`src/rtl/sgfb_pkg.sv`:
```
`default_nettype none

package sgfb_pkg;

  localparam int SAMPLE_W  = 24;
  localparam int GAIN_W    = 16;
  localparam int TAP_W     = 6;
  localparam int BANK_W    = 2;
  localparam int PROD_W    = 2 * SAMPLE_W;
  localparam int GPROD_W   = SAMPLE_W + GAIN_W + 1;
  localparam int GAIN_FRAC = 12;
  localparam int COEF_FRAC = 23;
  localparam int NUM_BANKS = 3;
  localparam int NUM_SIDES = 2;
  localparam int NUM_LANES = NUM_SIDES * NUM_BANKS;

  localparam logic [SAMPLE_W-1:0] SAT_MAX = 24'h7FFFFF;
  localparam logic [SAMPLE_W-1:0] SAT_MIN = 24'h800000;

  // Request codes.
  localparam logic REQ_SAMPLE = 1'b0;
  localparam logic REQ_COEF   = 1'b1;

  // Coefficient banks.
  localparam int BANK_LP = 0;
  localparam int BANK_HP = 1;
  localparam int BANK_BP = 2;

  // Sides.
  localparam int SIDE_LEFT  = 0;
  localparam int SIDE_RIGHT = 1;

  // Configuration port.
  localparam int CFG_ADDR_W = 3;
  localparam int CFG_DATA_W = 32;
  localparam logic REG_PRE_GAIN    = 1'b0;
  localparam logic REG_OUTPUT_MODE = 1'b1;
  localparam logic [GAIN_W-1:0] PRE_GAIN_RESET = 16'd4096;
  localparam logic OUTPUT_MODE_RESET = 1'b1;

  typedef struct packed {
    logic                       req_type;
    logic signed [SAMPLE_W-1:0] left_sample;
    logic signed [SAMPLE_W-1:0] right_sample;
    logic [BANK_W-1:0]          coef_bank;
    logic [TAP_W-1:0]           coef_tap;
    logic signed [SAMPLE_W-1:0] coef_value;
  } in_word_t;

  typedef struct packed {
    logic                       first_channel;
    logic signed [SAMPLE_W-1:0] direct_left;
    logic signed [SAMPLE_W-1:0] lowpass_left;
    logic signed [SAMPLE_W-1:0] highpass_left;
    logic signed [SAMPLE_W-1:0] bandpass_left;
    logic signed [SAMPLE_W-1:0] bandpass_right;
    logic signed [SAMPLE_W-1:0] highpass_right;
    logic signed [SAMPLE_W-1:0] lowpass_right;
  } out_word_t;

  // Control of one multiply-accumulate lane.
  typedef struct packed {
    logic clr;
    logic mul;
    logic acc;
  } lane_ctrl_t;

  typedef enum logic [2:0] {
    ST_CLEAR,
    ST_IDLE,
    ST_GAIN,
    ST_RUN,
    ST_DRAIN,
    ST_DONE
  } state_t;

  // Floor shift by the gain fraction and saturation to 24 bits.
  function automatic logic [SAMPLE_W-1:0] gain_sat(input logic signed [GPROD_W-1:0] p);
    logic [GPROD_W-SAMPLE_W-GAIN_FRAC:0] hi;
    hi = p[GPROD_W-1:SAMPLE_W+GAIN_FRAC-1];
    if (hi == '0 || hi == '1) begin
      return p[SAMPLE_W+GAIN_FRAC-1:GAIN_FRAC];
    end
    return p[GPROD_W-1] ? SAT_MIN : SAT_MAX;
  endfunction

endpackage

`default_nettype wire

```
`src/rtl/sgfb_gain.sv`:
```
`default_nettype none

module sgfb_gain
  import sgfb_pkg::*;
(
  input  wire logic                       clk,
  input  wire logic                       en,
  input  wire logic signed [SAMPLE_W-1:0] left_in,
  input  wire logic signed [SAMPLE_W-1:0] right_in,
  input  wire logic [GAIN_W-1:0]          gain,
  output logic      [SAMPLE_W-1:0]        left_out,
  output logic      [SAMPLE_W-1:0]        right_out
);

  logic signed [GPROD_W-1:0] prod_l_r;
  logic signed [GPROD_W-1:0] prod_rt_r;
  logic signed [GAIN_W:0]    gain_s;

  // The gain is unsigned, so it gets a zero sign bit.
  assign gain_s = $signed({1'b0, gain});

  always_ff @(posedge clk) begin
    if (en) begin
      prod_l_r  <= left_in * gain_s;
      prod_rt_r <= right_in * gain_s;
    end
  end

  assign left_out  = gain_sat(prod_l_r);
  assign right_out = gain_sat(prod_rt_r);

endmodule

`default_nettype wire

```
`config.mk`:
```
export PLATFORM = sky130hd
export DESIGN_NAME = sgfb_gain
export DESIGN_NICKNAME = d
export VERILOG_FILES = /design/src/rtl/sgfb_pkg.sv /design/src/rtl/sgfb_gain.sv
export SDC_FILE = /design/constraint.sdc
export NUM_CORES = 2
export LEC_CHECK = 0
export ABC_AREA = 0
export BUFFER_PORTS_ARGS = -buffer_cell sky130_fd_sc_hd__buf_2
export CAP_MARGIN = 5
export CORE_UTILIZATION = 55
export DETAILED_ROUTE_END_ITERATION = 6
export HOLD_SLACK_MARGIN = 0.15
export PLACE_DENSITY = 0.71
export REMOVE_ABC_BUFFERS = 1
export SYNTH_ARGS = -nofsm -noshare
export SYNTH_HDL_FRONTEND = slang
export SYNTH_SLANG_ARGS = --single-unit
```
`constraint.sdc`:
```
create_clock -name clk -period 6.2 [get_ports clk]
set_input_delay 0.62 -clock clk [delete_from_list [all_inputs] [get_ports clk]]
set_output_delay 0.62 -clock clk [all_outputs]
set_load 0.01 [all_outputs]
```
# == Word level (Yosys, flattened, before mapping) ==
# Cells that the tools add are included.
# totals
regBits,82
inputBits,66
out_inout_bits,48
# op_classes
n_mul,2
eq_ne,2
muxes,8
n_reduce_logical,4
# op_table
op,n
$mux W24,6
$mul A24 B17 Y41,2
$eq A6 B6 Y1 const B,2
$logic_not A6 Y1,2
$logic_or A1 B1 Y1,2
$mux W1,2

# == Logic depth before layout (Yosys ltp) ==
# depth
word_depth,4
mapped_depth,25
mapped_depth_nobuf,24

# == Least setup slack after synthesis ==
# OpenSTA, ideal clock, no wires.
# synth_path
path_type,input -> register
startpoint,input gain[2]
endpoint,"register prod_l_r[40], data pin"
setup_ns,0.260
t_arrival_ns,6.323
required_ns,5.940
slack_ns,-0.383
stages,21
n_path_buf,2
path_cell_list,clkbuf_1 clkbuf_1 nand2_1 fa_1 fa_1 fa_1 fa_1 inv_1 fa_1 inv_1 fa_1 inv_1 ha_1 nand3_1 or4_4 nand3_2 a41oi_4 o31a_4 o211ai_2 a21oi_2 xnor2_1
# synth_via
elab_chain_cells,1
# synth_lines
element,line_no,source
from (decl),sgfb_gain.sv:10,"input wire logic [GAIN_W-1:0] gain,"
$mul A24 B17 Y41,sgfb_gain.sv:24,prod_l_r <= left_in * gain_s;
to (signal assigned),sgfb_gain.sv:24,
to (decl),sgfb_gain.sv:15,logic signed [GPROD_W-1:0] prod_l_r;
# Every way passes these cells.
# A chain may end at the register's enable or synchronous reset.

# == Worst setup path in the final report ==
# layout_path
startpoint,input gain[3]
endpoint,"register prod_l_r[35], data pin"
# Same word-level chain as after synthesis.

==> results by group <==
Run
  • Max cap viols: 0

Outcome
  • Failing checks: negative setup slack
  • Status: finished, violations left

Die
  • Die area: around 0.054 sq mm
  • Num rows: 84
  • Die X: between 200 and 250 um
  • Initial core utilization: a little under three fifths
  • IO Pins: roughly 110
  • Die height: 232 um
  • Core area: 0.0526 sq mm

GRT
  • Global-route wire length before repair: ~120 mm
  • Pin count of the biggest net entering global routing: approximately 60
  • Vias in the first global route: ~25000
  • GRT overflow: 0
  • Gr usage total: a little over a quarter
  • Initial antenna violation count: 1

Setup path
  • CP endpoint kind: register
  • Worst Path Required: ~6.3 ns
  • Worst setup SP type: input pin
  • Worst EP arrival: about 6.4 ns
  • Type of the worst setup path: input pin to register
  • Max FO, Critical Path: 13

Final layout
  • Proportion of layout cells with a drive suffix above 1: between 15 and 20%
  • # nets final: 4558
  • Layout fillers: 4223
  • Synth-to-Final Area Change: 17.7%

Synthesis
  • Async SR Flop Fraction: 0%
  • Synth unique cells: 53
  • Mapped Area: just under 0.03 sq mm
  • Cell count after synthesis: roughly 3200
  • Main combinational cell family by area after synthesis: adder cells
  • Register area share after synthesis: about 6%
  • Post-synth EDFFs: 58
  • Synth Area in Compound Gates: under 10%
  • Synth top area share: 51.4%
  • Multiplexer area fraction after synthesis: 0%
  • Synth Area in Simple Gates: between 10% and 20%
  • Post-Synth Adder-Cell Area: 59.9%
  • Synth Area in XOR/XNOR: around 2.1%
  • Most common cell in the synthesized netlist: inv_1
  • Synth top area cells: fa_1, inv_1, ha_1, and2_1, nand2_1
  • Synth Flop Type: edfxtp_1
  • Syn_area_per_cell: ~9.2 sq um
  • Ys Warns: 0
  • Seq cells post-synth: 58
  • Yosys top cell by area: fa_1
  • Top cells by count, synth: inv_1, fa_1, nand2_1

Worst hold path
  • Hold Path Class: input pin to register

STA
  • Final period util: 101%
  • Final WS setup: -0.0448 ns
  • Final hold violations: 0
  • # setup viols final: 6
  • Max-slew violation count: 0
  • Min Tclk post-route: 6.24 ns
  • Achievable frequency: around 160 MHz
  • Max transition margin: roughly 45%
  • Min Hold Slack: ~0.99 ns
  • Unrepaired setup endpoints after global routing: true
  • Worst-margin pin slew: 0.830 ns

Clock network
  • Root Buffer: clkbuf_16
  • Worst-path clk slew: roughly 0.060 ns
  • Clock tree buffer depth: 2
  • CTS sink count: 58
  • CTS Hold Buffers Added: 0
  • TritonCTS Buffers: 9
  • TritonCTS clock tree: yes
  • H-tree depth: 3

Placement
  • Gpl congestion: a little over 0.9
  • Post-detail-place hpwl: ~60 mm
  • Port bufs: between 100 and 150

Routing
  • DRT iter0 DRCs: between 1000 and 1500
  • Total number of vias: 22000
  • DRC viols: 0
  • Post-DR wirelength/cell: about 17 um
  • DR vias/cell: just over 5
  • DRT Wirelength: 70.8 mm
  • ANT nets after route: 0
  • Pre-antenna DRT Iters: 5
-- routing by layer --
metal | track usage, % | vias up | routed length (um)
met3 | 2.76 | 141 | 3690
li1 | - | 9822 | -
met5 | 0 | - | 17
met1 | 32.6 | 11400 | 27000
met2 | 50.8 | 601 | 37800
met4 | 9.82 | 2 | 2250
-- final cells by class --
type	instances	area [sq um]	area share [%]
clock inverter	5	22.5	0.0655
multi-input combinational	2074	24100	69.9
sequential	58	1740	5.06
inverter	897	3370	9.79
timing repair buffer	504	4120	12.0
antenna	2	5.00	0.0145
tap	688	861	2.50
clock buffer	10	229	0.666
-- per-stage QoR --
step                cell area [sq um]  cells  worst slack [ns]  utilization (%)  setup TNS [ns]
global placement                33000   4188            -0.655             62.9          -13.69
floorplan                       28700   3029            0.0747                -               0
global route                    34400   4236            -0.229             65.5           -2.52
finish                          34400   4238           -0.0448             65.5          -0.111
CTS                             33500   4207           0.00147             63.7               0
detailed placement              33000   4188            -0.823             62.9          -18.47
-- cell usage in the layout (no fill, tap or decap), types with 8 or more instances in the layout --
| master | n |
|---|---|
| fa_1 | 739 |
| buf_6 | 19 |
| inv_2 | 15 |
| o21ai_0 | 20 |
| xnor2_1 | 47 |
| and2_1 | 287 |
| nor2b_1 | 8 |
| ha_1 | 189 |
| nor2_1 | 16 |
| fa_2 | 11 |
| nand2_1 | 480 |
| xor2_1 | 23 |
| nand3_1 | 10 |
| clkbuf_4 | 8 |
| clkbuf_16 | 18 |
| a21oi_1 | 35 |
| buf_4 | 352 |
| a21o_1 | 66 |
| and2_4 | 14 |
| buf_2 | 88 |
| edfxtp_1 | 58 |
| buf_12 | 20 |
| and3_1 | 8 |
| inv_1 | 882 |
| ha_4 | 9 |
-- repair_timing --
item | CTS | global route
buffers inserted | 5 | 21
pin swaps | 18 | 78
gates cloned | 0 | 9
setup endpoints to repair | 26 | 29
gates resized for setup | 47 | 139
-- registers in the layout, indices dropped and copies added (netlist names) --
name	cells
prod_l_r	29
prod_rt_r	29
-- worst paths after layout --
path,slack [ns],from,to,cells after the start
min,0.99,en,prod_l_r[39]$_DFFE_PP_,2
max,-0.04,gain[3],prod_l_r[35]$_DFFE_PP_,23
-- worst max-delay path, cell delays in order --
cell and delay (ns):
buf_12 0.14, buf_12 0.14, clkbuf_4 0.17, nand2_1 0.09, fa_1 0.49, fa_1 0.51
fa_1 0.52, inv_1 0.06, fa_1 0.49, fa_1 0.53, inv_1 0.06, fa_1 0.47
inv_1 0.04, ha_1 0.29, a211oi_1 0.29, o21bai_2 0.12, nand3b_1 0.19, a31o_1 0.22
a41oi_4 0.30, o311ai_4 0.14, a21oi_2 0.21, o21bai_2 0.10, xor2_1 0.14
-- cells by family (layout without fill, tap and decap cells) --
group                      Yosys count  after routing
buffers and inverters             1036           1416
adders and majority gates          948            948
and+or+nand+nor                    862            862
AOI/OAI and AO/OA                  194            194
xor gates and xnor gates            70             70
DFF                                 58             58
other                                0              2
Power is not shown: default switching activity piles up to over one toggle a cycle in this logic, so the estimate is an artifact.
