--- src/rtl/sgfb_pkg.sv ---
`default_nettype none

package sgfb_pkg;

  localparam int SAMPLE_W  = 24;
  localparam int GAIN_W    = 16;
  localparam int TAP_W     = 6;
  localparam int BANK_W    = 2;
  localparam int PROD_W    = 2 * SAMPLE_W;
  localparam int GPROD_W   = SAMPLE_W + GAIN_W + 1;
  localparam int GAIN_FRAC = 12;
  localparam int COEF_FRAC = 23;
  localparam int NUM_BANKS = 3;
  localparam int NUM_SIDES = 2;
  localparam int NUM_LANES = NUM_SIDES * NUM_BANKS;

  localparam logic [SAMPLE_W-1:0] SAT_MAX = 24'h7FFFFF;
  localparam logic [SAMPLE_W-1:0] SAT_MIN = 24'h800000;

  // Request codes.
  localparam logic REQ_SAMPLE = 1'b0;
  localparam logic REQ_COEF   = 1'b1;

  // Coefficient banks.
  localparam int BANK_LP = 0;
  localparam int BANK_HP = 1;
  localparam int BANK_BP = 2;

  // Sides.
  localparam int SIDE_LEFT  = 0;
  localparam int SIDE_RIGHT = 1;

  // Configuration port.
  localparam int CFG_ADDR_W = 3;
  localparam int CFG_DATA_W = 32;
  localparam logic REG_PRE_GAIN    = 1'b0;
  localparam logic REG_OUTPUT_MODE = 1'b1;
  localparam logic [GAIN_W-1:0] PRE_GAIN_RESET = 16'd4096;
  localparam logic OUTPUT_MODE_RESET = 1'b1;

  typedef struct packed {
    logic                       req_type;
    logic signed [SAMPLE_W-1:0] left_sample;
    logic signed [SAMPLE_W-1:0] right_sample;
    logic [BANK_W-1:0]          coef_bank;
    logic [TAP_W-1:0]           coef_tap;
    logic signed [SAMPLE_W-1:0] coef_value;
  } in_word_t;

  typedef struct packed {
    logic                       first_channel;
    logic signed [SAMPLE_W-1:0] direct_left;
    logic signed [SAMPLE_W-1:0] lowpass_left;
    logic signed [SAMPLE_W-1:0] highpass_left;
    logic signed [SAMPLE_W-1:0] bandpass_left;
    logic signed [SAMPLE_W-1:0] bandpass_right;
    logic signed [SAMPLE_W-1:0] highpass_right;
    logic signed [SAMPLE_W-1:0] lowpass_right;
  } out_word_t;

  // Control of one multiply-accumulate lane.
  typedef struct packed {
    logic clr;
    logic mul;
    logic acc;
  } lane_ctrl_t;

  typedef enum logic [2:0] {
    ST_CLEAR,
    ST_IDLE,
    ST_GAIN,
    ST_RUN,
    ST_DRAIN,
    ST_DONE
  } state_t;

  // Floor shift by the gain fraction and saturation to 24 bits.
  function automatic logic [SAMPLE_W-1:0] gain_sat(input logic signed [GPROD_W-1:0] p);
    logic [GPROD_W-SAMPLE_W-GAIN_FRAC:0] hi;
    hi = p[GPROD_W-1:SAMPLE_W+GAIN_FRAC-1];
    if (hi == '0 || hi == '1) begin
      return p[SAMPLE_W+GAIN_FRAC-1:GAIN_FRAC];
    end
    return p[GPROD_W-1] ? SAT_MIN : SAT_MAX;
  endfunction

endpackage

`default_nettype wire

--- src/rtl/sgfb_mac_lane.sv ---
`default_nettype none

module sgfb_mac_lane
  import sgfb_pkg::*;
#(
  parameter int ACC_W = 54
) (
  input  wire logic                clk,
  input  wire lane_ctrl_t          ctrl,
  input  wire logic [SAMPLE_W-1:0] coef,
  input  wire logic [SAMPLE_W-1:0] sample,
  output logic      [ACC_W-1:0]    acc
);

  logic signed [PROD_W-1:0] prod_r;
  logic signed [ACC_W-1:0]  acc_r;

  always_ff @(posedge clk) begin
    if (ctrl.mul) begin
      prod_r <= $signed(coef) * $signed(sample);
    end
    if (ctrl.clr) begin
      acc_r <= '0;
    end else if (ctrl.acc) begin
      acc_r <= acc_r + ACC_W'(prod_r);
    end
  end

  assign acc = acc_r;

endmodule

`default_nettype wire

--- config.mk ---
export PLATFORM = sky130hd
export DESIGN_NAME = sgfb_mac_lane
export DESIGN_NICKNAME = d
export VERILOG_FILES = /design/src/rtl/sgfb_pkg.sv /design/src/rtl/sgfb_mac_lane.sv
export SDC_FILE = /design/constraint.sdc
export NUM_CORES = 2
export LEC_CHECK = 0
export ABC_AREA = 1
export ABC_CLOCK_PERIOD_IN_PS = 8800
export BUFFER_PORTS_ARGS = -buffer_cell sky130_fd_sc_hd__buf_2
export CAP_MARGIN = 40
export CORE_MARGIN = 2
export CORE_UTILIZATION = 65
export CTS_BUF_LIST = sky130_fd_sc_hd__clkbuf_4
export DETAILED_ROUTE_END_ITERATION = 6
export PLACE_DENSITY_LB_ADDON = 0.1
export SETUP_SLACK_MARGIN = 0.4
export SYNTH_ARGS = -nofsm -noshare
export SYNTH_HDL_FRONTEND = slang
export SYNTH_SLANG_ARGS = --single-unit
--- constraint.sdc ---
create_clock -name clk -period 8.8 [get_ports clk]
set_clock_uncertainty 0.05 [all_clocks]
set_input_delay 1.76 -clock clk [delete_from_list [all_inputs] [get_ports clk]]
set_output_delay 1.76 -clock clk [all_outputs]
set_load 0.005 [all_outputs]
# Yosys cells after proc, flatten, opt, wreduce, memory -nomap -nowiden
# Cells that the tools add are included.
[word_totals] ff_bits=102 latch_bits=0 ramBits=0 romBits=0 input_bits=52 out_inout_bits=54 word_cells=4 mem_count=0
[op_classes] n_addsub=1 mul=1 div=0 order_cmp=0 n_eq_ne=0 shifts=0 n_mux=0 bitwise=0 reduce_logical=0
[op_table] cell="adder 54 x 48 -> 54 bit" n=1
[op_table] cell="multiplier 24 x 24 -> 48 bit" n=1

# Depth between registers and ports, before layout
[logic_depth] word_depth=1 mapped_depth=29 mapped_depth_nobuf=28

# Least setup slack after synthesis
# Ideal clock, no wire load.
[synth_path] path_type="in2reg" startpoint="input port coef[23]" endpoint="register prod_r[47] (data pin)" setup_time_ns=0.253 arrival_ns=7.644 required_time_ns=8.497 slack_ns=0.853 cell_stages=26 n_path_buf=1 cell_sequence="clkbuf_1 -> nand2_1 -> inv_1 -> fa_1 -> fa_1 -> inv_1 -> fa_1 -> inv_1 -> fa_1 -> inv_1 -> fa_1 -> inv_1 -> fa_1 -> fa_1 -> ha_1 -> inv_1 -> nor3_1 -> nand2_1 -> inv_1 -> nand2_1 -> inv_1 -> nand3_1 -> nand3_1 -> inv_1 -> nand3_1 -> nand2_1"
[synth_via] elab_chain_len=1
[synth_rtl] element="start: declaration" line="sgfb_mac_lane.sv:10" rtl="input wire logic [SAMPLE_W-1:0] coef,"
[synth_rtl] element="multiplier 24 x 24 -> 48 bit" line="sgfb_mac_lane.sv:20" rtl="prod_r <= $signed(coef) * $signed(sample);"
[synth_rtl] element="end signal: assignment" line="sgfb_mac_lane.sv:20"
[synth_rtl] element="end: declaration" line="sgfb_mac_lane.sv:15" rtl="logic signed [PROD_W-1:0] prod_r;"
# Every way passes these cells.
# A chain may end at the register's enable or synchronous reset.

# Worst setup path in the final report
[layout_path] startpoint="input port coef[23]" endpoint="register prod_r[40] (data pin)"
# The elaborated chain is that of the path after synthesis.

==> run_results.csv <==
group,metric,value,unit
outcome,status,"complete, no violations",
synthesis,muxShareOfSynthArea,0,
worst_setup_path,cp-end-kind,"flop",
synthesis,synth_warnings,0,
drt,vias,24900,
grt,grt_pass1_wl,135000,um
worst_setup_path,critPathKind,"input pin to flop",
synthesis,synth_area,30000,um^2
sta,hold_viol,0,
worst_hold_path,hp-class,"flop to flop",
sta,clock.fmax,126,MHz
sta,setup_viol,0,
sta,timing.hold.ws,0.465,ns
floorplanning,initial_utilization,0.659,
synthesis,synth-xor-area-share,0.0208,
finish,nets,4872,
synthesis,yosys.area_share.adder,0.484,
worst_setup_path,cp.buffers_inverters,8,
worst_setup_path,cp_top_family,"adder cells",
clock_network,htree_levels,3,
worst_setup_path,worstPathCellList,"buf_2 -> nand2_1 -> inv_1 -> fa_1 -> fa_1 -> inv_1 -> fa_1 -> inv_1 -> fa_1 -> fa_1 -> fa_1 -> inv_1 -> fa_1 -> inv_1 -> ha_1 -> nand2_1 -> nor2_1 -> inv_1 -> nor2_1 -> inv_1 -> nor3_1 -> nand3_1 -> nand3_1 -> xor2_1",
floorplanning,die_h,219,um
finish,final_common_cell,"inv_1",
place,placedCellCount,4614,
synthesis,ys_async_sr_fraction,0,
synthesis,synth_ff_type,"dfxtp_1",
place,dp_hpwl,72500,um
finish,syn2layout_area_growth,4.09,%
synthesis,synth_top_family_by_area,"adder cells",
clock_network,cts_buffer_depth,2,
finish,final_cells,4631,
worst_setup_path,cp.required,9.03,ns
synthesis,synth-simple-area-share,0.202,
clock_network,numCtsBuffers,9,
sta,drv_slew,0,
grt,grt-ovfl-total,0,
floorplanning,io_pins,106,
clock_network,insertion_delay,0.53,ns
clock_network,cts_tree,"yes",
drt,first_iter_violations,2004,
drt,drt-total-wl,84000,um
synthesis,synth-edff-count,48,
sta,rsz0062_at_grt,"no",
finish,fin_area,31200,um^2
finish,seqCellArea,2520,um^2
clock_network,post_cts_buffers,0,
sta,tns,0,ns
finish,drive_gt1_frac,0.0548,
clock_network,numClockSinks,102,
place,place_area,31100,um^2
synthesis,synth_cell_type_count,51,
worst_setup_path,crit_arrival,8.18,ns
synthesis,ys_ff_latch,102,
synthesis,post_synth.cell_area_avg,7.52,um^2
grt,grt_pass1_vias,25500,
clock_network,clk_pin_slew,0.20,ns
floorplanning,dieArea,47800,um^2
drt,via_per_inst,5.37,
clock_network,cts_root_buf,"clkbuf_4",
finish,multi_input_area,22800,um^2
finish,final_cell_mix,"inv_1, nand2_1, fa_1",
floorplanning,std_cell_rows,78,
grt,grt_max_degree,76,
grt,grtUsageTotal,0.368,
flow_run,cap_viol_max_count,0,
drt,drc,0,
worst_setup_path,worst_setup_path_start_kind,"input pin",
finish,final.fill_count,4003,
drt,ant_nets,0,
clock_network,cts_resized,0,
sta,fin_crit,7.95,ns
drt,dr.pass1.iters,5,
worst_setup_path,critical_path.max_stage_delay,0.63,ns
clock_network,holdBufCountCts,0,
sta,fin_crit_sh,0.903,
place,gp_congestion,0.989,
synthesis,synth_compound_area_frac,0.0522,
worst_setup_path,cp_max_fo,13,
floorplanning,die-width,219,um
grt,grt_antenna_before_repair,1,
place,io_buffers,105,
drt,routedWlPerCell,18.1,um
sta,worst_slew_pin_slew,0.852,ns
synthesis,synth_seq_area_share,0.0842,
synthesis,syn-num-nets,4832,
floorplanning,core_region_area,45500,um^2
synthesis,synth_cells,3985,
sta,slew_headroom,0.432,
worst_setup_path,cp_slowest_cell,"fa_1",
[final cells by class]
| type | count | area share |
|---|---|---|
| repair buffers | 143 | 0.0260 |
| well taps | 600 | 0.0241 |
| flip-flops and latches | 102 | 0.0809 |
| inverters | 1125 | 0.135 |
| clock inverters | 7 | 0.00181 |
| multi-input cells | 2644 | 0.730 |
| diodes | 1 | 0.0000802 |
| clock buffers | 9 | 0.00217 |
[synthesized netlist by cell type (2+ instances only)]
cell type	number	area, um^2
dfxtp_1	54	1080
ha_1	187	2340
nor4_1	3	18.8
xnor2_1	21	184
clkbuf_1	107	402
a31oi_1	7	43.8
nor2_1	299	1120
nor2_2	15	93.8
o21bai_1	23	173
and2_0	2	12.5
buf_2	3	15.0
o21ai_2	2	17.5
o21a_1	4	30.0
xor2_1	50	438
a21oi_1	120	601
nand4_1	22	138
nand4_2	2	25.0
or2_2	6	37.5
o21ai_0	83	415
nor4_2	5	62.6
o21ai_1	12	60.1
nand3_1	90	450
inv_2	2	7.51
nand3b_1	3	22.5
nand2_1	1017	3820
a21boi_0	2	15.0
nor3_1	12	60.1
edfxtp_1	48	1440
a21oi_2	6	52.6
and2_1	2	12.5
buf_6	2	22.5
fa_1	608	12200
a21o_1	9	67.6
nand3_2	7	70.1
inv_1	1123	4220
nand2_2	12	75.1
[routing by layer]
metal / up-vias / GRT usage / wire (um)
li1: 11600 / - / -
met1: 12100 / 0.497 / 34400
met2: 1001 / 0.612 / 40300
met3: 173 / 0.0566 / 6580
met4: 0 / 0.117 / 2760
met5: - / 0 / 0
[final timing paths]
kind	startpoint	end	slack [ns]	cells after the start
max	coef[23]	prod_r[40]	0.85	24
min	acc[53]	acc[53]	0.47	2
max reg2reg	acc[0]	acc[46]	5.79	15
min reg2reg	acc[53]	acc[53]	0.47	2
[state kept, by name, summed over array words and instances (netlist names)]
name / cells
acc: 54
prod_r: 48
[through the flow]
step                setup slack (ns)  utilization
floorplan                      0.853            -
global placement               0.416        0.683
detailed placement             0.413        0.683
CTS                            0.962        0.686
global route                   0.559        0.686
finish                         0.850        0.686
[tightest hold or removal path: stages, from the launching register on]
cell	delay, ns
dfxtp_1	0.37
nand2_1	0.08
a21oi_2	0.05
[logic make-up (layout without fill, tap and decap cells)]
logic type	Yosys count	after routing
AND/OR/NAND/NOR	1502	1502
buffers and inverters	1239	1284
AO/OA/AOI/OAI	276	276
other	0	1
XOR/XNOR	71	71
flip-flops	102	102
adder cells (fa/ha/maj)	795	795
Power is not shown: default switching activity piles up to over one toggle a cycle in this logic, so the estimate is an artifact.
