File: config.mk
export PLATFORM = sky130hd
export DESIGN_NAME = sgfb_merge
export DESIGN_NICKNAME = d
export VERILOG_FILES = /design/src/rtl/sgfb_pkg.sv /design/src/rtl/sgfb_merge.sv
export SDC_FILE = /design/constraint.sdc
export NUM_CORES = 1
export LEC_CHECK = 0
export BUFFER_PORTS_ARGS = -buffer_cell sky130_fd_sc_hd__buf_2
export CORE_AREA = 2 2 199 201
export CTS_CLUSTER_SIZE = 10
export DETAILED_ROUTE_END_ITERATION = 10
export DIE_AREA = 0 0 201 203
export PLACE_DENSITY = 0.46
export SKIP_LAST_GASP = 1
export SYNTH_ARGS = -nofsm -noshare
export SYNTH_HDL_FRONTEND = slang
export SYNTH_SLANG_ARGS = --single-unit
File: constraint.sdc
create_clock -name clk -period 2.1 [get_ports clk]
set_clock_uncertainty 0.2 [all_clocks]
set_input_delay 0.42 -clock clk [delete_from_list [all_inputs] [get_ports clk]]
set_output_delay 0.42 -clock clk [all_outputs]
set_load 0.02 [all_outputs]
File: src/rtl/sgfb_pkg.sv
`default_nettype none

package sgfb_pkg;

  localparam int SAMPLE_W  = 24;
  localparam int GAIN_W    = 16;
  localparam int TAP_W     = 6;
  localparam int BANK_W    = 2;
  localparam int PROD_W    = 2 * SAMPLE_W;
  localparam int GPROD_W   = SAMPLE_W + GAIN_W + 1;
  localparam int GAIN_FRAC = 12;
  localparam int COEF_FRAC = 23;
  localparam int NUM_BANKS = 3;
  localparam int NUM_SIDES = 2;
  localparam int NUM_LANES = NUM_SIDES * NUM_BANKS;

  localparam logic [SAMPLE_W-1:0] SAT_MAX = 24'h7FFFFF;
  localparam logic [SAMPLE_W-1:0] SAT_MIN = 24'h800000;

  // Request codes.
  localparam logic REQ_SAMPLE = 1'b0;
  localparam logic REQ_COEF   = 1'b1;

  // Coefficient banks.
  localparam int BANK_LP = 0;
  localparam int BANK_HP = 1;
  localparam int BANK_BP = 2;

  // Sides.
  localparam int SIDE_LEFT  = 0;
  localparam int SIDE_RIGHT = 1;

  // Configuration port.
  localparam int CFG_ADDR_W = 3;
  localparam int CFG_DATA_W = 32;
  localparam logic REG_PRE_GAIN    = 1'b0;
  localparam logic REG_OUTPUT_MODE = 1'b1;
  localparam logic [GAIN_W-1:0] PRE_GAIN_RESET = 16'd4096;
  localparam logic OUTPUT_MODE_RESET = 1'b1;

  typedef struct packed {
    logic                       req_type;
    logic signed [SAMPLE_W-1:0] left_sample;
    logic signed [SAMPLE_W-1:0] right_sample;
    logic [BANK_W-1:0]          coef_bank;
    logic [TAP_W-1:0]           coef_tap;
    logic signed [SAMPLE_W-1:0] coef_value;
  } in_word_t;

  typedef struct packed {
    logic                       first_channel;
    logic signed [SAMPLE_W-1:0] direct_left;
    logic signed [SAMPLE_W-1:0] lowpass_left;
    logic signed [SAMPLE_W-1:0] highpass_left;
    logic signed [SAMPLE_W-1:0] bandpass_left;
    logic signed [SAMPLE_W-1:0] bandpass_right;
    logic signed [SAMPLE_W-1:0] highpass_right;
    logic signed [SAMPLE_W-1:0] lowpass_right;
  } out_word_t;

  // Control of one multiply-accumulate lane.
  typedef struct packed {
    logic clr;
    logic mul;
    logic acc;
  } lane_ctrl_t;

  typedef enum logic [2:0] {
    ST_CLEAR,
    ST_IDLE,
    ST_GAIN,
    ST_RUN,
    ST_DRAIN,
    ST_DONE
  } state_t;

  // Floor shift by the gain fraction and saturation to 24 bits.
  function automatic logic [SAMPLE_W-1:0] gain_sat(input logic signed [GPROD_W-1:0] p);
    logic [GPROD_W-SAMPLE_W-GAIN_FRAC:0] hi;
    hi = p[GPROD_W-1:SAMPLE_W+GAIN_FRAC-1];
    if (hi == '0 || hi == '1) begin
      return p[SAMPLE_W+GAIN_FRAC-1:GAIN_FRAC];
    end
    return p[GPROD_W-1] ? SAT_MIN : SAT_MAX;
  endfunction

endpackage

`default_nettype wire

File: src/rtl/sgfb_merge.sv
`default_nettype none

module sgfb_merge
  import sgfb_pkg::*;
#(
  parameter int ACC_W = 54
) (
  input  wire logic                clk,
  input  wire logic                load,
  input  wire logic                first_channel,
  input  wire logic [SAMPLE_W-1:0] direct_left,
  input  wire logic [ACC_W-1:0]    acc [NUM_LANES],
  output out_word_t                word
);

  out_word_t word_r;
  logic [SAMPLE_W-1:0] sat [NUM_LANES];

  // Floor shift by the coefficient fraction, then saturate to 24 bits.
  function automatic logic [SAMPLE_W-1:0] acc_sat(input logic [ACC_W-1:0] a);
    logic [ACC_W-SAMPLE_W-COEF_FRAC:0] hi;
    hi = a[ACC_W-1:SAMPLE_W+COEF_FRAC-1];
    if (hi == '0 || hi == '1) begin
      return a[SAMPLE_W+COEF_FRAC-1:COEF_FRAC];
    end
    return a[ACC_W-1] ? SAT_MIN : SAT_MAX;
  endfunction

  always_comb begin
    for (int i = 0; i < NUM_LANES; i++) begin
      sat[i] = acc_sat(acc[i]);
    end
  end

  always_ff @(posedge clk) begin
    if (load) begin
      word_r.first_channel  <= first_channel;
      word_r.direct_left    <= direct_left;
      word_r.lowpass_left   <= sat[SIDE_LEFT*NUM_BANKS + BANK_LP];
      word_r.highpass_left  <= sat[SIDE_LEFT*NUM_BANKS + BANK_HP];
      word_r.bandpass_left  <= sat[SIDE_LEFT*NUM_BANKS + BANK_BP];
      word_r.bandpass_right <= sat[SIDE_RIGHT*NUM_BANKS + BANK_BP];
      word_r.highpass_right <= sat[SIDE_RIGHT*NUM_BANKS + BANK_HP];
      word_r.lowpass_right  <= sat[SIDE_RIGHT*NUM_BANKS + BANK_LP];
    end
  end

  assign word = word_r;

endmodule

`default_nettype wire

==> Yosys cells after proc, flatten, opt, wreduce, memory -nomap -nowiden <==
Index checks and enable logic that the tools add are counted.
{ "classes": {"eq_ne": 6, "muxes": 24, "reduce_logical": 12} }
{ "ops": {"columns": ["operator", "count"], "rows": [
  ["$mux 24", 18],
  ["$eq 8x8->1 const B", 6],
  ["$logic_not 8->1", 6],
  ["$logic_or 1x1->1", 6],
  ["$mux 1", 6]
]} }
{ "word_totals": {"reg_bits": 169, "out_inout_bits": 169, "wordCells": 50} }

==> Longest topological paths before layout <==
Gate-level depths: netlist of run 1.
{ "depth": {"word_depth": 4, "ltp_mapped": 5} }

==> Worst setup path after synthesis of run 1 <==
No wires, ideal clock.
{ "synth_timing": {"path_type": "input to register", "start": "in acc[156] (netlist bit)", "end": "reg word_r (netlist bit word[0]) (data pin)", "setup_ns": 0.254, "arrival_ns": 1.208, "required_time_ns": 1.646, "path_slack_ns": 0.438, "path_stages": 4, "n_path_buf": 1, "path_cell_list": "nor4_2 a21oi_2 buf_6 a21o_1"} }
{ "synth_lines": {"columns": ["element", "line", "text"], "rows": [
  ["start, declared", "sgfb_merge.sv:12", "input wire logic [ACC_W-1:0] acc [NUM_LANES],"],
  ["end, declared", "sgfb_merge.sv:16", "out_word_t word_r;"]
]} }

==> flow_metrics.py, run 1 <==
metrics = {
    "place": {
        "place_hpwl_mm": 16.6,
        "gp_congestion": 0.791,
        "numPortBuffers": 381,
        "dp_slack_ps": 103,
    },
    "clocking": {
        "postCtsSetupBuffers": 0,
        "cts_tree": "done",
        "clock_path_buffers": 2,
        "cts_root_buf": "clkbuf_16",
        "cts.sink_count": 169,
        "clk_pin_slew_ps": 70,
        "htreeDepth": 4,
        "cts_buffers": 17,
    },
    "yosys": {
        "post-synth-top-count-cell": "edfxtp_1",
        "yosysWarnings": 0,
        "synthCells": 379,
        "yosys.area.top_type": "edfxtp_1",
        "netlist_area_mm2": 0.00670,
        "synth-main-ff-cell": "edfxtp_1",
        "ys_top_cells_by_count": "edfxtp_1, a21o_1, buf_6, nand4_1, nor4_2",
        "synth_cell_types": 16,
        "synth.area.top_cells": "edfxtp_1, a21o_1, nor4_2",
        "async_reset_ff_share_pct": 0,
        "synth_top_area_share_pct": 75.7,
        "synth_seq_area_share_pct": 75.7,
        "avgSynthCellArea_um2": 17.7,
        "synth_edf_count": 169,
        "synth_nets": 730,
        "synth_seq_cells": 169,
    },
    "timing": {
        "slew_headroom_pct": 56.9,
        "setup_ws_ps": 59.3,
        "finalSetupViolCount": 0,
        "drv_slew": 0,
        "setup_tns_ps": 0,
        "fin_crit_ps": 2040,
        "period_share_pct": 97.2,
        "fmax_ghz": 0.490,
        "hold_viol_final": 0,
        "worstMarginPinSlew_ps": 646,
    },
    "status": {
        "status": "finished, final reports clean",
    },
    "worst_setup_path": {
        "arrival_ps": 2020,
        "startpoint_type": "input pin",
        "endpoint": "word[100]",
        "end_kind": "flop",
        "crit_fanout": 23,
        "cp.required_ps": 2080,
        "path_class": "in2reg",
        "cp-startpoint": "acc[269]",
    },
    "die": {
        "die_area_mm2": 0.0408,
        "die_h_um": 203,
        "initial_utilization_pct": 17.4,
        "io_pins": 520,
        "die_w_um": 201,
        "num_rows": 72,
        "core_mm2": 0.0385,
    },
    "finish": {
        "final_nets": 1158,
        "drive_gt1_share_pct": 57.0,
        "n_fill_cell": 4041,
        "largest_reg_flops": 169,
        "area_growth_pct": 53.0,
    },
    "detailed_routing": {
        "avgRoutedWirePerCell_um": 16.3,
        "first_pass_iters": 7,
        "wirelength_mm": 21.9,
        "viasPerCell": 3.76,
        "antenna_left": 0,
        "drt_iter0_markers": 122,
        "remaining_drc_errors": 0,
        "routed-via-count": 5025,
    },
    "global_route": {
        "gr-usage-all-layers_pct": 10.8,
        "grt-ovfl-total": 0,
        "grt_pass1_wl_mm": 32.6,
        "antenna_found_initial": 2,
        "grt_pass1_vias": 5458,
        "grt_max_degree": 41,
    },
    "pwr": {
        "power_density_mw_per_mm2": 813,
        "power_leakage_uw": 0.00478,
        "vdd_drop_max_v": 0.000538,
    },
    "job": {
        "maxCapViolCount": 0,
    },
    "hold_path": {
        "min_path_type": "in2reg",
    },
}
[per-layer routing]
metal	GRT usage, %	vias up	wire (um)
met3	5.54	22	2410
met1	12.1	2371	8930
li1	-	2352	-
met4	4.13	2	393
met2	17.4	278	10100
met5	0	-	11
[where the power goes]
| group | switching [uW] | internal (uW) | total [uW] |
|---|---|---|---|
| logic | 744 | 482 | 1230 |
| clock network | 1390 | 1640 | 3030 |
| registers | 66.8 | 4010 | 4080 |
| total | 2200 | 6140 | 8340 |
[worst max-delay path: stages]
cell,delay (ps)
dlygate4sd3_1,530
buf_2,160
nor4_2,420
a21oi_4,240
a21o_1,240
[cell type report]
cell class	count	area (um^2)	share of cell area, %
antenna	1	2.50	0.0244
tap	518	648	6.32
sequential	169	5070	49.5
clock inverter	13	120	1.17
timing repair buffer	439	2560	24.9
clock buffer	18	429	4.18
multi-input combinational	180	1430	13.9
[per-stage QoR]
stage	cells	utilization (%)	instance area, um^2	hold slack (ps)	power [uW]
final	1338	26.7	10300	44.6	8340
after CTS	1337	26.6	10200	2.04	8510
after detailed placement	1278	24.5	9410	399	5360
after global placement	1278	24.5	9410	398	5350
after floorplan	379	-	6700	319	4680
after global routing	1338	26.7	10300	12.4	8720
[cell families after synthesis]
group / Yosys count / synth area share (%)
and+or+nand+nor: 30 / 3.73
buffers and inverters: 30 / 3.64
AOI/OAI and AO/OA: 150 / 16.9
DFF: 169 / 75.7
[placed cells by master, fill, tap and decap left out]
cell and instances:
a21oi_4 3, clkbuf_16 17, clkinv_2 2, inv_6 4, a21o_1 135, bufinv_16 1
buf_4 19, o21ai_2 5, dlygate4sd3_1 28, nor4_2 12, nand2_1 5, o21ai_4 1
a21oi_2 3, clkinv_1 2, nand4_1 12, diode_2 1, clkbuf_1 1, buf_12 11
buf_2 380, inv_8 1, nand2_2 1, clkinv_4 3, buf_6 1, a21o_2 3
edfxtp_1 169
[worst min path at each step]
stage | start | to | slack, ps | depth (start not counted)
2_1_floorplan | direct_left[0] | word[144] | 320 | 0
3_3_place_gp | direct_left[14] | word[158] | 400 | 1
3_5_place_dp | direct_left[11] | word[155] | 400 | 1
4_1_cts | acc[161] | word[23] | 2 | 1
5_1_grt | acc[207] | word[94] | 10 | 2
6_report | acc[161] | word[23] | 40 | 1
[timing repair]
action	in CTS	in global routing
setup endpoints to repair	0	43
hold endpoints to repair	28	0
hold buffers	28	0
gates resized for setup	0	2
Note: power is estimated with default switching activity, not from simulation.
==> run 2, diff against run 1 <==
==> constraint.sdc (replaced) <==
create_clock -name clk -period 2.5 [get_ports clk]
set_clock_uncertainty 0.2 [all_clocks]
set_input_delay 0.5 -clock clk [delete_from_list [all_inputs] [get_ports clk]]
set_output_delay 0.5 -clock clk [all_outputs]
set_load 0.02 [all_outputs]
==> flow_metrics.py, run 2 (synthesized netlist as in run 1, its figures left out) <==
metrics = {
    "status": {
        "status": "finished, final reports clean",
    },
    "global_route": {
        "grt_max_degree": 40,
        "grt_pass1_wl_mm": 32.6,
        "gr-usage-all-layers_pct": 10.9,
        "antenna_found_initial": 2,
        "gr-max-usage-layer": "met2",
        "use_met1_pct": 12.9,
        "grt_pass1_vias": 5361,
        "met2_usage_pct": 17.0,
        "grt_util_met3_pct": 5.52,
        "grt-ovfl-total": 0,
    },
    "finish": {
        "final_common_cell": "buf_2",
        "layout_common_cells": "buf_2, edfxtp_1, a21o_1",
        "final_nets": 1127,
        "final_cells": 1307,
        "area_growth_pct": 47.4,
        "drive_gt1_share_pct": 56.7,
        "final_util_pct": 25.7,
        "largest_reg_flops": 169,
    },
    "hold_path": {
        "hold_depth": 1,
        "hp-start": "direct_left[9]",
        "hold_path_end": "word[153]",
        "min_path_type": "in2reg",
    },
    "timing": {
        "period_share_pct": 70.6,
        "fin_crit_ps": 1770,
        "whs_ps": 40.2,
        "hold_viol_final": 0,
        "rsz0062_at_grt": "false",
        "fmax_ghz": 0.566,
        "finalSetupViolCount": 0,
        "drv_slew": 0,
        "worstMarginPinSlew_ps": 1120,
        "slew_headroom_pct": 25.6,
        "setup_tns_ps": 0,
    },
    "pwr": {
        "power_leakage_uw": 0.00459,
        "combinationalPowerShare_pct": 14.2,
        "p_total_uw": 6980,
        "vdd_drop_max_v": 0.000455,
        "power_frac_clock_pct": 36.7,
        "p_sw_uw": 1780,
        "seq_power_share_pct": 49.1,
        "p_sw_share_pct": 25.4,
        "power_density_mw_per_mm2": 707,
        "p_int_uw": 5210,
    },
    "die": {
        "die_w_um": 201,
        "die_area_mm2": 0.0408,
        "io_pins": 520,
        "initial_utilization_pct": 17.4,
        "core_mm2": 0.0385,
        "num_rows": 72,
        "die_h_um": 203,
    },
    "detailed_routing": {
        "viasPerCell": 3.79,
        "remaining_drc_errors": 0,
        "avgRoutedWirePerCell_um": 17.0,
        "routed-via-count": 4957,
        "antenna_left": 0,
        "wirelength_mm": 22.2,
        "first_pass_iters": 6,
        "drt_iter0_markers": 161,
    },
    "job": {
        "maxCapViolCount": 0,
    },
    "worst_setup_path": {
        "arrival_ps": 1070,
        "end_kind": "primary output",
        "crit_buf_inv": 1,
        "path_class": "reg2out",
        "cp_top_family": "flip-flops",
        "cp.required_ps": 1800,
        "startpoint_type": "flop",
        "path_cells": "buf_2",
        "crit_fanout": 1,
        "slowest_stage": "edfxtp_1",
        "cp_slowest_stage_delay_ps": 440,
    },
    "place": {
        "place_hpwl_mm": 16.4,
        "gp_congestion": 0.797,
        "dp.cells": 1262,
        "numPortBuffers": 381,
    },
    "clocking": {
        "cts_root_buf": "clkbuf_16",
        "cts_tree": "done",
        "cts.sink_count": 169,
        "postCtsSetupBuffers": 0,
        "clock_path_buffers": 2,
        "clk_pin_slew_ps": 70,
        "cts_buffers": 17,
        "htreeDepth": 4,
    },
}
==> run 2: cell types whose count changed in the layout (fill, tap and decap cells not counted), moves of 2 or more <==
cell / delta
dlygate4sd3_1: -15
buf_4: -9
buf_12: -7
clkbuf_1: +6
inv_6: -4
clkinvlp_4: +3
a21oi_2: +2
a21oi_4: -2
clkinv_1: -2
clkinv_4: -2
==> run 2: how the worst max path moves through the flow <==
| stage | start | end | slack (ps) | cells past startpoint |
|---|---|---|---|---|
| floorplan | acc[156] | word[0] | 760 | 4 |
| global placement | acc[107] | word[35] | 320 | 4 |
| detailed placement | acc[107] | word[35] | 310 | 4 |
| CTS | word[21] | word[21] | 690 | 1 |
| global route | word[17] | word[17] | 670 | 1 |
| finish | word[17] | word[17] | 730 | 1 |
==> run 2: stage by stage <==
| stage | setup WS, ps | area [um^2] |
|---|---|---|
| finish | 734 | 9880 |
| detailed placement | 314 | 9200 |
| global route | 668 | 9880 |
| floorplan | 758 | 6700 |
| CTS | 686 | 9880 |
| global placement | 318 | 9200 |
==> run 2: timing repair <==
action | CTS | global route
gates resized for setup | 0 | 0
endpoints found under the setup margin | 0 | 0
endpoints found under the hold margin | 13 | 0
hold buffers | 13 | 0
==> run 2: routing by layer <==
layer  vias up  routed length [um]
met1      2365                9540
met4         2                 365
met3        29                2290
met2       273               10000
li1       2288                   -
met5         -                  13
==> run 2: area by class of cell <==
cell class / count / area, um^2
clock buffer: 24 / 452
fill: 4084 / 28600
multi-input combinational: 180 / 1410
clock inverter: 7 / 96.3
sequential: 169 / 5070
antenna: 1 / 2.50
timing repair buffer: 408 / 2200
tap: 518 / 648
==> run 2: power by group through the flow <==
stage	sequential, uW	combinational [uW]	clock, uW
6_report	3430	988	2570
5_1_grt	3450	1060	2770
4_1_cts	3430	1000	2690
3_5_place_dp	3490	986	0
3_3_place_gp	3490	987	0
2_1_floorplan	3790	141	0
==> run 3, diff against run 2 <==
--- a/config.mk
+++ b/config.mk
@@ -6,11 +6,11 @@
 export NUM_CORES = 1
 export LEC_CHECK = 0
 export BUFFER_PORTS_ARGS = -buffer_cell sky130_fd_sc_hd__buf_2
-export CORE_AREA = 2 2 199 201
+export CORE_AREA = 2 2 204 206
 export CTS_CLUSTER_SIZE = 10
 export DETAILED_ROUTE_END_ITERATION = 10
-export DIE_AREA = 0 0 201 203
-export PLACE_DENSITY = 0.46
+export DIE_AREA = 0 0 206 208
+export PLACE_DENSITY = 0.45
 export SKIP_LAST_GASP = 1
 export SYNTH_ARGS = -nofsm -noshare
 export SYNTH_HDL_FRONTEND = slang
==> constraint.sdc (replaced) <==
create_clock -name clk -period 1.6 [get_ports clk]
set_clock_uncertainty 0.2 [all_clocks]
set_input_delay 0.32 -clock clk [delete_from_list [all_inputs] [get_ports clk]]
set_output_delay 0.32 -clock clk [all_outputs]
set_load 0.02 [all_outputs]
==> flow_metrics.py, run 3 (synthesized netlist as in run 1, its figures left out) <==
metrics = {
    "detailed_routing": {
        "remaining_drc_errors": 0,
        "wirelength_mm": 23.7,
        "antenna_left": 0,
        "drt_iter0_markers": 297,
        "viasPerCell": 3.73,
        "first_pass_iters": 6,
        "routed-via-count": 5630,
        "avgRoutedWirePerCell_um": 15.7,
    },
    "worst_setup_path": {
        "slowest_stage": "edfxtp_1",
        "path_cells": "buf_6",
        "startpoint_type": "flop",
        "path_class": "reg2out",
        "cp_slowest_stage_delay_ps": 450,
        "cp_top_family": "flip-flops",
        "cp.required_ps": 1080,
        "crit_fanout": 1,
        "end_kind": "primary output",
        "arrival_ps": 1060,
        "crit_buf_inv": 1,
    },
    "die": {
        "die_w_um": 206,
        "io_pins": 520,
        "core_mm2": 0.0406,
        "initial_utilization_pct": 16.5,
        "die_h_um": 208,
        "num_rows": 74,
        "die_area_mm2": 0.0428,
    },
    "place": {
        "dp_slack_ps": -193,
        "dp.cells": 1307,
        "gp_congestion": 0.728,
        "numPortBuffers": 381,
        "place_hpwl_mm": 17.0,
    },
    "timing": {
        "setup_ws_ps": 17.4,
        "fin_crit_ps": 1580,
        "hold_viol_final": 0,
        "drv_slew": 0,
        "slew_headroom_pct": 59.1,
        "period_share_pct": 98.9,
        "rsz0062_at_grt": "true",
        "setup_tns_ps": 0,
        "fmax_ghz": 0.632,
        "worstMarginPinSlew_ps": 611,
        "finalSetupViolCount": 0,
    },
    "finish": {
        "largest_reg_flops": 169,
        "final_cells": 1508,
        "n_fill_cell": 4207,
        "final_nets": 1313,
        "final_common_cell": "buf_2",
        "drive_gt1_share_pct": 49.7,
        "area_growth_pct": 77.6,
        "layout_common_cells": "buf_2, edfxtp_1, dlygate4sd3_1",
    },
    "pwr": {
        "p_sw_uw": 3040,
        "power_leakage_uw": 0.00546,
        "p_int_uw": 8470,
        "combinationalPowerShare_pct": 16.9,
        "power_frac_clock_pct": 36.6,
        "vdd_drop_max_v": 0.000704,
        "power_density_mw_per_mm2": 967,
        "seq_power_share_pct": 46.6,
        "p_sw_share_pct": 26.4,
    },
    "clocking": {
        "postCtsSetupBuffers": 0,
        "clock_path_buffers": 2,
        "clk_pin_slew_ps": 70,
        "htreeDepth": 4,
        "cts_root_buf": "clkbuf_16",
        "cts_tree": "done",
        "cts_buffers": 17,
        "cts.sink_count": 169,
    },
    "hold_path": {
        "hold_depth": 2,
        "min_path_type": "in2reg",
        "hold_path_end": "word[47]",
        "hp-start": "acc[107]",
    },
    "global_route": {
        "grt-ovfl-total": 0,
        "grt_pass1_wl_mm": 34.4,
        "gr-usage-all-layers_pct": 10.9,
        "grt_max_degree": 58,
        "antenna_found_initial": 4,
        "grt_pass1_vias": 5889,
    },
    "status": {
        "status": "finished, final reports clean",
    },
    "job": {
        "maxCapViolCount": 0,
    },
}
-- run 3: cell types whose count changed in the layout (fill, tap and decap cells not counted), sizes merged --
cell,delta
clkinv,+2
inv,+3
clkinvlp,+2
clkbuf,-6
dlygate4sd3,+155
buf,+31
-- run 3: worst max-delay path by stage --
stage / startpoint / endpoint / slack (ps) / cells past startpoint
after floorplan: acc[156] / word[0] / 40 / 4
after global placement: acc[156] / word[8] / -190 / 5
after detailed placement: acc[156] / word[8] / -190 / 5
after CTS: word[28] / word[28] / -30 / 1
after global routing: word[28] / word[28] / -40 / 1
final: word[28] / word[28] / 20 / 1
-- run 3: final cells by class --
cell class | count | area (um^2) | share of cell area [%]
sequential | 169 | 5070 | 42.6
timing repair buffer | 594 | 4180 | 35.1
multi-input combinational | 180 | 1400 | 11.8
tap | 532 | 666 | 5.59
clock buffer | 18 | 429 | 3.60
clock inverter | 14 | 148 | 1.24
antenna | 1 | 2.50 | 0.0210
-- run 3: layer usage --
metal / track usage [%] / routed length, um
met1: 13.0 / 10100
met2: 17.5 / 10800
met5: 0 / 34
met3: 4.48 / 2190
met4: 4.14 / 558
-- run 3: power groups by stage --
| stage | combinational, uW | clock [uW] | sequential [uW] |
|---|---|---|---|
| after detailed placement | 1610 | 0 | 5450 |
| after floorplan | 220 | 0 | 5930 |
| final | 1940 | 4210 | 5360 |
| after global placement | 1610 | 0 | 5450 |
| after CTS | 1960 | 4430 | 5360 |
| after global routing | 2080 | 4590 | 5400 |
-- run 3: metrics by stage --
step	hold WS, ps	power [uW]	util [%]	instance area (um^2)
after global routing	19.3	12100	29.4	11900
after floorplan	219	6150	-	6700
after detailed placement	298	7070	23.7	9610
final	62.6	11500	29.4	11900
after global placement	297	7060	23.7	9610
after CTS	21.0	11700	29.3	11900
-- run 3: timing repair --
item | 4_1_cts | 5_1_grt
hold endpoints to repair | 168 | 0
resized for setup | 4 | 9
hold buffers | 168 | 0
pin swaps | 0 | 0
setup endpoints to repair | 2 | 6
